<file path="src/rtl/shc_pkg.sv">
// Package for the strip hit clusterer: widths, codes, limits and the
// command and status structs shared by the controller and the datapath.
// No dependencies.
package shc_pkg;

  localparam int LAYER_STRIPS = 1536;

  localparam int STRIP_W = 11;
  localparam int SPLIT_W = 12;
  localparam int TOT_W   = 8;
  localparam int TALLY_W = 11;
  localparam int SIDE_W  = 2;
  localparam int LADDER_W = 11;

  // Signed compare width for strip arithmetic against the split strip.
  localparam int CMP_W = SPLIT_W + 1;
  // Cluster span can reach 2048, which needs one bit more than a strip.
  localparam int SPAN_W = STRIP_W + 1;
  localparam int PROD_W = TOT_W + SPAN_W;
  localparam int DIVIDEND_W = PROD_W + 1;

  localparam int REM_STEPS = STRIP_W;
  localparam int DIV_STEPS = DIVIDEND_W;
  localparam int CNT_W = 5;

  localparam int IN_DATA_W  = 40;
  localparam int OUT_DATA_W = 48;

  localparam int TALLY_CAP = (LAYER_STRIPS < 2047) ? LAYER_STRIPS : 2047;
  localparam logic [TALLY_W-1:0] TALLY_MAX = TALLY_W'(TALLY_CAP);
  localparam logic [TALLY_W-1:0] MAX_BAD = TALLY_W'(10);
  localparam logic [TOT_W-1:0] NO_TOT = 8'd255;

  localparam logic KIND_STRIP = 1'b0;
  localparam logic KIND_END   = 1'b1;

  localparam logic MODE_STANDARD = 1'b0;
  localparam logic MODE_BAD      = 1'b1;

  localparam logic [LADDER_W-1:0] LADDER_RESET = 11'd384;

  typedef enum logic {
    CFG_CLUSTER_MODE  = 1'b0,
    CFG_LADDER_STRIPS = 1'b1
  } cfg_reg_t;

  typedef enum logic [SIDE_W-1:0] {
    SIDE_LOW  = 2'd0,
    SIDE_HIGH = 2'd1,
    SIDE_BOTH = 2'd2
  } side_t;

  typedef struct packed {
    logic load;       // capture the accepted input item
    logic rem_start;  // begin strip modulo ladder size
    logic rem_step;
    logic eval;       // judge the open cluster, register products
    logic div_start;  // begin weighted ToT division
    logic div_step;
    logic out_write;  // load the output register
    logic update;     // apply the item to the open cluster
  } shc_cmd_t;

  typedef struct packed {
    logic need_rem;   // ladder boundary check needs the remainder
    logic close;      // the item closes the open cluster
    logic report;     // the closed cluster is emitted
    logic needs_div;  // the ToT needs the weighted division
    logic out_free;   // the output register can take a result
  } shc_status_t;

endpackage

</file>
<file path="src/rtl/shc_ctrl.sv">
// Sequencer for the strip hit clusterer: steps each accepted item through
// the ladder check, cluster judgment, ToT division and output write.
// Depends on shc_pkg.
module shc_ctrl
  import shc_pkg::*;
(
  input  logic        clk,
  input  logic        rst_n,
  input  logic        in_tvalid,
  output logic        in_tready,
  input  shc_status_t status,
  output shc_cmd_t    cmd
);

  typedef enum logic [2:0] {
    ST_IDLE,
    ST_CHECK,
    ST_REM,
    ST_CLOSE,
    ST_JUDGE,
    ST_DIV,
    ST_EMIT
  } state_t;

  state_t           state_r, state_nxt;
  logic [CNT_W-1:0] cnt_r, cnt_nxt;

  always_comb begin
    state_nxt = state_r;
    cnt_nxt   = cnt_r;
    cmd       = '0;
    in_tready = 1'b0;
    unique case (state_r)
      ST_IDLE: begin
        in_tready = 1'b1;
        if (in_tvalid) begin
          cmd.load  = 1'b1;
          state_nxt = ST_CHECK;
        end
      end
      ST_CHECK: begin
        if (status.need_rem) begin
          cmd.rem_start = 1'b1;
          cnt_nxt       = '0;
          state_nxt     = ST_REM;
        end else begin
          state_nxt = ST_CLOSE;
        end
      end
      ST_REM: begin
        cmd.rem_step = 1'b1;
        cnt_nxt      = cnt_r + CNT_W'(1);
        if (cnt_r == CNT_W'(REM_STEPS - 1)) begin
          state_nxt = ST_CLOSE;
        end
      end
      ST_CLOSE: begin
        if (status.close) begin
          cmd.eval  = 1'b1;
          state_nxt = ST_JUDGE;
        end else begin
          cmd.update = 1'b1;
          state_nxt  = ST_IDLE;
        end
      end
      ST_JUDGE: begin
        if (!status.report) begin
          cmd.update = 1'b1;
          state_nxt  = ST_IDLE;
        end else if (status.needs_div) begin
          cmd.div_start = 1'b1;
          cnt_nxt       = '0;
          state_nxt     = ST_DIV;
        end else begin
          state_nxt = ST_EMIT;
        end
      end
      ST_DIV: begin
        cmd.div_step = 1'b1;
        cnt_nxt      = cnt_r + CNT_W'(1);
        if (cnt_r == CNT_W'(DIV_STEPS - 1)) begin
          state_nxt = ST_EMIT;
        end
      end
      ST_EMIT: begin
        if (status.out_free) begin
          cmd.out_write = 1'b1;
          cmd.update    = 1'b1;
          state_nxt     = ST_IDLE;
        end
      end
      default: begin
        state_nxt = ST_IDLE;
      end
    endcase
  end

  always_ff @(posedge clk) begin
    if (!rst_n) begin
      state_r <= ST_IDLE;
      cnt_r   <= '0;
    end else begin
      state_r <= state_nxt;
      cnt_r   <= cnt_nxt;
    end
  end

endmodule

</file>
<file path="src/rtl/shc_datapath.sv">
// Datapath of the strip hit clusterer: configuration registers, open
// cluster state, ladder remainder unit, ToT divider and output register.
// Depends on shc_pkg.
module shc_datapath
  import shc_pkg::*;
(
  input  logic                  clk,
  input  logic                  rst_n,
  input  logic                  cfg_valid,
  input  logic                  cfg_index,
  input  logic [LADDER_W-1:0]   cfg_data,
  input  logic                  in_tuser,
  input  logic [IN_DATA_W-1:0]  in_tdata,
  output logic                  out_tvalid,
  input  logic                  out_tready,
  output logic [OUT_DATA_W-1:0] out_tdata,
  input  shc_cmd_t              cmd,
  output shc_status_t           status
);

  // Configuration.
  logic                mode_r;
  logic [LADDER_W-1:0] ladder_r;

  // Accepted item.
  logic                      it_kind_r;
  logic [STRIP_W-1:0]        it_strip_r;
  logic                      it_bad_r;
  logic signed [SPLIT_W-1:0] it_split_r;
  logic [TOT_W-1:0]          it_tlo_r;
  logic [TOT_W-1:0]          it_thi_r;

  // Open cluster.
  logic                      have_r;
  logic [STRIP_W-1:0]        first_r;
  logic [STRIP_W-1:0]        last_r;
  logic [TALLY_W-1:0]        tally_r;
  logic signed [SPLIT_W-1:0] hsplit_r;
  logic [TOT_W-1:0]          htlo_r;
  logic [TOT_W-1:0]          hthi_r;

  // Remainder unit.
  logic [LADDER_W-1:0] rem_r;
  logic [STRIP_W-1:0]  rsh_r;

  // Judged cluster.
  logic [STRIP_W-1:0] res_first_r;
  logic [STRIP_W-1:0] res_last_r;
  logic [TALLY_W-1:0] res_bad_r;
  logic [SIDE_W-1:0]  res_side_r;
  logic [TOT_W-1:0]   res_tot_r;
  logic               report_r;
  logic               needs_div_r;
  logic [PROD_W-1:0]  plo_r;
  logic [PROD_W-1:0]  phi_r;
  logic [SPAN_W-1:0]  span_r;

  // Divider.
  logic [SPAN_W-1:0]     drem_r;
  logic [DIVIDEND_W-1:0] dsh_r;

  // Output register.
  logic                  out_valid_r;
  logic [OUT_DATA_W-1:0] out_data_r;

  // Closing decision.
  logic [STRIP_W:0] last_inc;
  logic             need_rem;
  logic             gap;
  logic             close;

  assign last_inc = {1'b0, last_r} + (STRIP_W + 1)'(1);
  assign need_rem = have_r && (it_kind_r == KIND_STRIP) && (mode_r == MODE_STANDARD)
                    && (ladder_r != '0) && ({1'b0, it_strip_r} == last_inc);
  assign gap      = ({1'b0, it_strip_r} > last_inc) || (need_rem && (rem_r == '0));
  assign close    = have_r && ((it_kind_r == KIND_END) || gap);

  // Remainder step.
  logic [LADDER_W:0] rem_t;
  logic [LADDER_W:0] rem_d;

  assign rem_t = {rem_r, rsh_r[STRIP_W-1]};
  assign rem_d = (rem_t >= {1'b0, ladder_r}) ? (rem_t - {1'b0, ladder_r}) : rem_t;

  // Cluster judgment.
  logic signed [CMP_W-1:0] first_s, last_s, split_s, span_s, tally_s, wlo_s, whi_s;
  logic                    too_bad;
  side_t                   side;
  logic                    tot_ok;
  logic [TOT_W-1:0]        side_tot;

  always_comb begin
    first_s = $signed({2'b00, first_r});
    last_s  = $signed({2'b00, last_r});
    split_s = $signed({hsplit_r[SPLIT_W-1], hsplit_r});
    tally_s = $signed({2'b00, tally_r});
    span_s  = last_s - first_s + CMP_W'(1);
    wlo_s   = split_s - first_s + CMP_W'(1);
    whi_s   = last_s - split_s;
    too_bad = (span_s <= tally_s) || (tally_r > MAX_BAD);
    if (first_s <= split_s) begin
      side = (last_s <= split_s) ? SIDE_LOW : SIDE_BOTH;
    end else begin
      side = SIDE_HIGH;
    end
    tot_ok = (htlo_r != NO_TOT) && (hthi_r != NO_TOT);
    unique case (side)
      SIDE_LOW:  side_tot = htlo_r;
      SIDE_HIGH: side_tot = hthi_r;
      default:   side_tot = NO_TOT;
    endcase
  end

  // Divider step.
  logic [SPAN_W:0] div_t;
  logic            div_ge;
  logic [SPAN_W:0] div_d;

  assign div_t  = {drem_r, dsh_r[DIVIDEND_W-1]};
  assign div_ge = div_t >= {1'b0, span_r};
  assign div_d  = div_ge ? (div_t - {1'b0, span_r}) : div_t;

  logic [TOT_W-1:0] final_tot;
  assign final_tot = needs_div_r ? dsh_r[TOT_W-1:0] : res_tot_r;

  // Control registers.
  always_ff @(posedge clk) begin
    if (!rst_n) begin
      mode_r      <= MODE_STANDARD;
      ladder_r    <= LADDER_RESET;
      have_r      <= 1'b0;
      out_valid_r <= 1'b0;
    end else begin
      if (cfg_valid) begin
        unique case (cfg_reg_t'(cfg_index))
          CFG_CLUSTER_MODE:  mode_r   <= cfg_data[0];
          CFG_LADDER_STRIPS: ladder_r <= cfg_data;
        endcase
      end
      if (cmd.update) begin
        have_r <= (it_kind_r == KIND_STRIP);
      end
      if (cmd.out_write) begin
        out_valid_r <= 1'b1;
      end else if (out_tready) begin
        out_valid_r <= 1'b0;
      end
    end
  end

  // Payload registers.
  always_ff @(posedge clk) begin
    if (cmd.load) begin
      it_kind_r  <= in_tuser;
      it_strip_r <= in_tdata[10:0];
      it_bad_r   <= in_tdata[11];
      it_split_r <= $signed(in_tdata[23:12]);
      it_tlo_r   <= in_tdata[31:24];
      it_thi_r   <= in_tdata[39:32];
    end
    if (cmd.rem_start) begin
      rem_r <= '0;
      rsh_r <= it_strip_r;
    end else if (cmd.rem_step) begin
      rem_r <= rem_d[LADDER_W-1:0];
      rsh_r <= {rsh_r[STRIP_W-2:0], 1'b0};
    end
    if (cmd.eval) begin
      res_first_r <= first_r;
      res_last_r  <= last_r;
      res_bad_r   <= tally_r;
      res_side_r  <= (mode_r == MODE_BAD) ? SIDE_LOW : side;
      res_tot_r   <= (mode_r == MODE_BAD) ? '0 : side_tot;
      report_r    <= (mode_r == MODE_BAD) || !too_bad;
      needs_div_r <= (mode_r == MODE_STANDARD) && (side == SIDE_BOTH) && tot_ok;
      plo_r       <= PROD_W'(htlo_r) * PROD_W'(wlo_s[SPAN_W-1:0]);
      phi_r       <= PROD_W'(hthi_r) * PROD_W'(whi_s[SPAN_W-1:0]);
      span_r      <= span_s[SPAN_W-1:0];
    end
    if (cmd.div_start) begin
      drem_r <= '0;
      dsh_r  <= DIVIDEND_W'(plo_r) + DIVIDEND_W'(phi_r);
    end else if (cmd.div_step) begin
      drem_r <= div_d[SPAN_W-1:0];
      dsh_r  <= {dsh_r[DIVIDEND_W-2:0], div_ge};
    end
    if (cmd.out_write) begin
      out_data_r <= {5'b00000, final_tot, res_side_r, res_bad_r, res_last_r, res_first_r};
    end
    if (cmd.update && (it_kind_r == KIND_END)) begin
      tally_r <= '0;
    end else if (cmd.update) begin
      if (close || !have_r) begin
        first_r <= it_strip_r;
        tally_r <= TALLY_W'(it_bad_r);
      end else if (it_bad_r && (tally_r < TALLY_MAX)) begin
        tally_r <= tally_r + TALLY_W'(1);
      end
      last_r   <= it_strip_r;
      hsplit_r <= it_split_r;
      htlo_r   <= it_tlo_r;
      hthi_r   <= it_thi_r;
    end
  end

  assign out_tvalid = out_valid_r;
  assign out_tdata  = out_data_r;

  always_comb begin
    status.need_rem  = need_rem;
    status.close     = close;
    status.report    = report_r;
    status.needs_div = needs_div_r;
    status.out_free  = !out_valid_r || out_tready;
  end

endmodule

</file>
<file path="src/rtl/strip_hit_clusterer_core.sv">
// Top level of the strip hit clusterer: sequencer plus datapath.
// Depends on shc_pkg, shc_ctrl and shc_datapath.
//
// The block takes one layer's strips in ascending order, each marked good
// or bad, followed by an end-of-layer item, and groups contiguous strips
// into clusters. A cluster closes on a gap, on the end-of-layer item, and in
// standard mode also at a ladder boundary. In standard mode a cluster is
// sent out only if it has a good strip and at most ten bad strips, and it
// carries its readout side and a raw ToT, width-weighted when it straddles
// the split strip (255 if either side has none). In bad-cluster mode every
// cluster is sent out with side and ToT of zero. Items are handled one at a
// time: each passes the ladder check, through the 11-step modulo unit when
// the ladder boundary has to be checked; an item that closes a cluster is
// then judged and, unless the cluster is dropped, written to the output
// register, a straddling ToT first going through the bit-serial divider.
// The next input transfer is taken only once all of this is done, plus any
// wait for the output register to drain. The result sits in an output
// register, so the next input transfer is taken while it waits; only a
// second result waits for the first to drain. Configuration writes are
// always ready and must come while the block is idle.
module strip_hit_clusterer_core
  import shc_pkg::*;
(
  input  logic                  clk,
  input  logic                  rst_n,
  // Configuration write channel.
  input  logic                  cfg_valid,
  output logic                  cfg_ready,
  input  logic                  cfg_index,
  input  logic [LADDER_W-1:0]   cfg_data,
  // Input stream.
  input  logic                  in_tvalid,
  output logic                  in_tready,
  // tdata, lowest bit first: strip[10:0], is_bad[11], split_strip[23:12],
  // tot_low[31:24], tot_high[39:32].
  input  logic [IN_DATA_W-1:0]  in_tdata,
  // tuser: kind (0 strip, 1 end of layer).
  input  logic                  in_tuser,
  // Result stream.
  output logic                  out_tvalid,
  input  logic                  out_tready,
  // tdata, lowest bit first: first_strip[10:0], last_strip[21:11],
  // bad_count[32:22], end_side[34:33], raw_tot[42:35], zero fill [47:43].
  output logic [OUT_DATA_W-1:0] out_tdata
);

  shc_cmd_t    cmd;
  shc_status_t status;

  // Registers are plain flops with no side effects, so writes never stall.
  assign cfg_ready = 1'b1;

  shc_ctrl u_ctrl (
    .clk       (clk),
    .rst_n     (rst_n),
    .in_tvalid (in_tvalid),
    .in_tready (in_tready),
    .status    (status),
    .cmd       (cmd)
  );

  shc_datapath u_datapath (
    .clk        (clk),
    .rst_n      (rst_n),
    .cfg_valid  (cfg_valid),
    .cfg_index  (cfg_index),
    .cfg_data   (cfg_data),
    .in_tuser   (in_tuser),
    .in_tdata   (in_tdata),
    .out_tvalid (out_tvalid),
    .out_tready (out_tready),
    .out_tdata  (out_tdata),
    .cmd        (cmd),
    .status     (status)
  );

  // A reported side is one of low, high or straddling, never the unused code.
  a_side_code: assert property (@(posedge clk) disable iff (!rst_n)
    out_tvalid |-> (out_tdata[34:33] != 2'd3))
    else $error("result carries an unused side code");

  // The bad tally saturates, so no result can exceed the cap.
  a_bad_cap: assert property (@(posedge clk) disable iff (!rst_n)
    out_tvalid |-> (out_tdata[32:22] <= TALLY_MAX))
    else $error("bad count above saturation limit");

  // The open cluster is never updated in the cycle a new item is taken in.
  a_no_overlap: assert property (@(posedge clk) disable iff (!rst_n)
    (in_tvalid && in_tready) |-> !cmd.update)
    else $error("item accepted while the previous one is still applied");

  // A result is written only after the cluster was judged to be reported.
  a_write_reported: assert property (@(posedge clk) disable iff (!rst_n)
    cmd.out_write |-> status.report)
    else $error("output written for a rejected cluster");

endmodule

</file>
<file path="config.mk">
export PLATFORM = sky130hd
export DESIGN_NAME = strip_hit_clusterer_core
export DESIGN_NICKNAME = d
export VERILOG_FILES = /design/src/rtl/shc_pkg.sv /design/src/rtl/shc_ctrl.sv /design/src/rtl/shc_datapath.sv /design/src/rtl/strip_hit_clusterer_core.sv
export SDC_FILE = /design/constraint.sdc
export NUM_CORES = 1
export LEC_CHECK = 0
export BUFFER_PORTS_ARGS = -buffer_cell sky130_fd_sc_hd__buf_2
export CAP_MARGIN = 20
export CORE_MARGIN = 2
export CORE_UTILIZATION = 57
export CTS_CLUSTER_DIAMETER = 80
export DETAILED_ROUTE_END_ITERATION = 10
export GPL_ROUTABILITY_DRIVEN = 1
export HOLD_SLACK_MARGIN = 0.1
export PLACE_DENSITY = 0.78
export SLEW_MARGIN = 20
export SYNTH_ARGS = -nofsm -noshare
export SYNTH_HDL_FRONTEND = slang
export SYNTH_HIERARCHICAL = 1
export SYNTH_SLANG_ARGS = --single-unit
</file>
<file path="constraint.sdc">
create_clock -name clk -period 6.85 [get_ports clk]
set_input_delay 0 -clock clk [delete_from_list [all_inputs] [get_ports clk]]
set_output_delay 0 -clock clk [all_outputs]
set_load 0.05 [all_outputs]
</file>
==> flow_summary.toml <==
[layout]
area_growth_pct = 15.6
drive_above_1_share = 0.126
finalCoreUtilization = 0.666
fin_nets = 2650
design_area_mm2 = 0.0256
antenna_cells = 0

[synthesis]
synthXorXnorAreaFrac = 0.0395
yosys.area_share.simple = 0.145
seq_area_frac_synth = 0.407
synth_edf_count = 263
synth_top_family_by_area = "adder cells"
synth-seq-cells = 319
synthesis.area_mm2 = 0.0221
synthCells = 2054
synth_fa_ha_area_frac = 0.230
synth_compound_area_frac = 0.101
ys.flop_type = "edfxtp_1"
muxShareOfSynthArea = 0.0220
synthDistinctLibCells = 80
avgSynthCellArea_um2 = 10.8
ys.warnings.count = 6
synthArstFlopShare = 0

[run]
maxCapViolations = 0

[placement]
placed_area_mm2 = 0.0234
portBuffers = 102
hpwl_um = 38800
gp_congestion = 0.917

[critical_path]
critical_path.slowest_cell = "fa_1"
cp-end-kind = "flip-flop"
required_ns = 7.13
crit_path_start_kind = "flip-flop"
path_max_fanout = 6
slowest_delay_ns = 0.54
cp.arrival_ns = 6.94
crit_top_cell = "fa_1"
criticalPathCategory = "flip-flop to flip-flop"

[pwr]
powerDensity_mw_per_mm2 = 484
leakagePower_nw = 10.6
peakVddDrop_v = 0.000583

[grt]
grt_util_all_layers = 0.269
grt_max_degree = 45
overflow = 0
grt_pass1_wl_um = 86300
antenna_found_initial = 0
grt_pass1_vias = 16500

[routing]
wire_per_inst_um = 19.4
drc = 0
finalWirelength_um = 54300
avgViaCountPerCell = 5.76
drt-initial-drc-count = 1199
via_count = 16100
dr.pass1.iters = 5
detail-route-antenna-nets = 0

[cts]
cts_tree = "built"
cts_root_buffer = "clkbuf_16"
clk_latency_ns = 0.54
clockBufferDepth = 3
clk_pin_slew_ns = 0.06
numCtsBuffers = 35
clock-sinks = 319
htreeDepth = 2

[sta]
drv_slew = 0
fin_crit_sh = 0.972
setup_viol = 0
period_needed_ns = 6.66
fmax_mhz = 150
finalHoldViolCount = 0
worst_slew_pin_slew_ns = 1.09
relSlewSlack = 0.275
finalClockSkew_ns = 0.0179

[die]
initial_utilization = 0.576
rows = 72
dieWidth_um = 201
core_mm2 = 0.0385
fp.dieArea_mm2 = 0.0404
dieHeight_um = 201
io_pins = 109

[run_status]
outcome = "finished clean"

[worst_hold_path]
hp-class = "input pin to flip-flop"
==> cells by family after synthesis <==
kind of cell,count (synthesis)
other cells,2
flops,319
compound gates,337
simple gates,610
xor+xnor,100
fa+ha+maj,332
buf+inv,309
mux,45
==> state kept, by name (all words and copies together) (netlist names), 12 cells and up <==
register	cells
u_datapath/phi_r	20
u_datapath/dsh_r	21
u_datapath/hsplit_r	12
u_datapath/it_split_r	12
u_datapath/plo_r	20
u_datapath/out_tdata	43
u_datapath/drem_r	12
u_datapath/span_r	12
==> area by class of cell <==
cell class | instances | area, um2
multi-input cells | 1430 | 12200
repair buffers | 219 | 1600
clock buffers | 43 | 958
flip-flops and latches | 319 | 9020
inverters | 256 | 961
clock inverters | 16 | 204
fillers | 2731 | 12900
well taps | 518 | 648
==> worst max-delay path, delay by kind of cell (launching register included) <==
| kind | cells | cell delay, ns |
|---|---|---|
| adder cells (fa/ha/maj) | 8 | 3.14 |
| AO/OA/AOI/OAI | 7 | 1.17 |
| AND/OR/NAND/NOR | 4 | 0.97 |
| XOR/XNOR | 2 | 0.46 |
| flip-flops | 1 | 0.42 |
| buffers and inverters | 4 | 0.25 |
==> final timing paths <==
check,slack (ns),to,depth (start not counted),startpoint
worst max-delay path,0.19,u_datapath/plo_r[19]$_DFFE_PP_,25,u_datapath/first_r[0]$_DFFE_PP_
worst min-delay path,0.17,u_datapath/it_strip_r[9]$_DFFE_PP_,2,in_tdata[9]
worst max register to register,0.19,u_datapath/plo_r[19]$_DFFE_PP_,25,u_datapath/first_r[0]$_DFFE_PP_
worst min register to register,0.42,u_datapath/htlo_r[3]$_DFFE_PP_,0,u_datapath/it_tlo_r[3]$_DFFE_PP_
==> routing by layer <==
layer / share of wire / track usage / up-vias
met5: 0 / 0 / -
met3: 0.060 / 0.0345 / 108
li1: - / - / 7566
met4: 0.033 / 0.103 / 0
met2: 0.49 / 0.462 / 601
met1: 0.42 / 0.351 / 7853
==> metrics by stage <==
step	total power, mW	setup TNS [ns]	setup WS [ns]	hold slack (ns)	std cells
final	12.4	0	0.191	0.173	2801
after global routing	13.4	-0.241	-0.0995	0.178	2801
after CTS	11.8	0	0.0467	0.146	2793
after detailed placement	9.75	-0.917	-0.215	0.178	2657
after global placement	9.53	0	0.00295	0.178	2656
after floorplan	8.03	0	0.206	0.0989	2058
==> synthesized netlist by cell type, drive strengths merged (11+ instances only) <==
cell    instances  share of area
nor2          119          0.020
a31oi          11         0.0031
xnor2          76          0.030
a211oi         26         0.0088
o21ai          55          0.012
a21oi          95          0.022
nand2         113          0.019
nor4           14         0.0040
dfxtp          56          0.051
fa            127           0.11
edfxtp        263           0.36
nor3           44         0.0099
o21a           17         0.0058
a21boi         16         0.0054
ha            204           0.12
nand2b         21         0.0059
inv           255          0.043
nand3          35         0.0079
mux2           30          0.015
and2          135          0.038
nand4          29         0.0085
and3           15         0.0042
nor2b          40          0.011
clkbuf         36         0.0061
mux2i          15         0.0068
xor2           24         0.0095
buf            17         0.0048
a21o           31          0.011
==> timing repair <==
action,4_1_cts,5_1_grt
hold endpoints to repair,63,0
setup endpoints to repair,6,13
pin swaps,0,17
setup buffers,0,8
hold buffers,77,0
gates resized for setup,7,47
==> layout by cell type, fill, tap and decap left out, types with 30 or more instances in the layout <==
| cell type | n |
|---|---|
| a21o_1 | 31 |
| and2_1 | 130 |
| fa_1 | 127 |
| nor2b_1 | 39 |
| nand3_1 | 35 |
| nor3_1 | 42 |
| clkbuf_16 | 37 |
| buf_2 | 102 |
| ha_1 | 198 |
| a21oi_1 | 87 |
| nor2_1 | 118 |
| nand2_1 | 112 |
| edfxtp_1 | 263 |
| o21ai_0 | 51 |
| inv_1 | 252 |
| dfxtp_1 | 56 |
| xnor2_1 | 70 |
| mux2_2 | 30 |
| dlygate4sd3_1 | 77 |
| buf_4 | 39 |
==> report_power, final <==
part           internal [mW]  switching [mW]  leakage [nW]
clock                   1.15           0.769         0.558
combinational           3.33            4.31          7.21
sequential              2.65           0.180          2.87
total                   7.13            5.26          10.6
No activity file was read; power rests on OpenSTA's default activity.
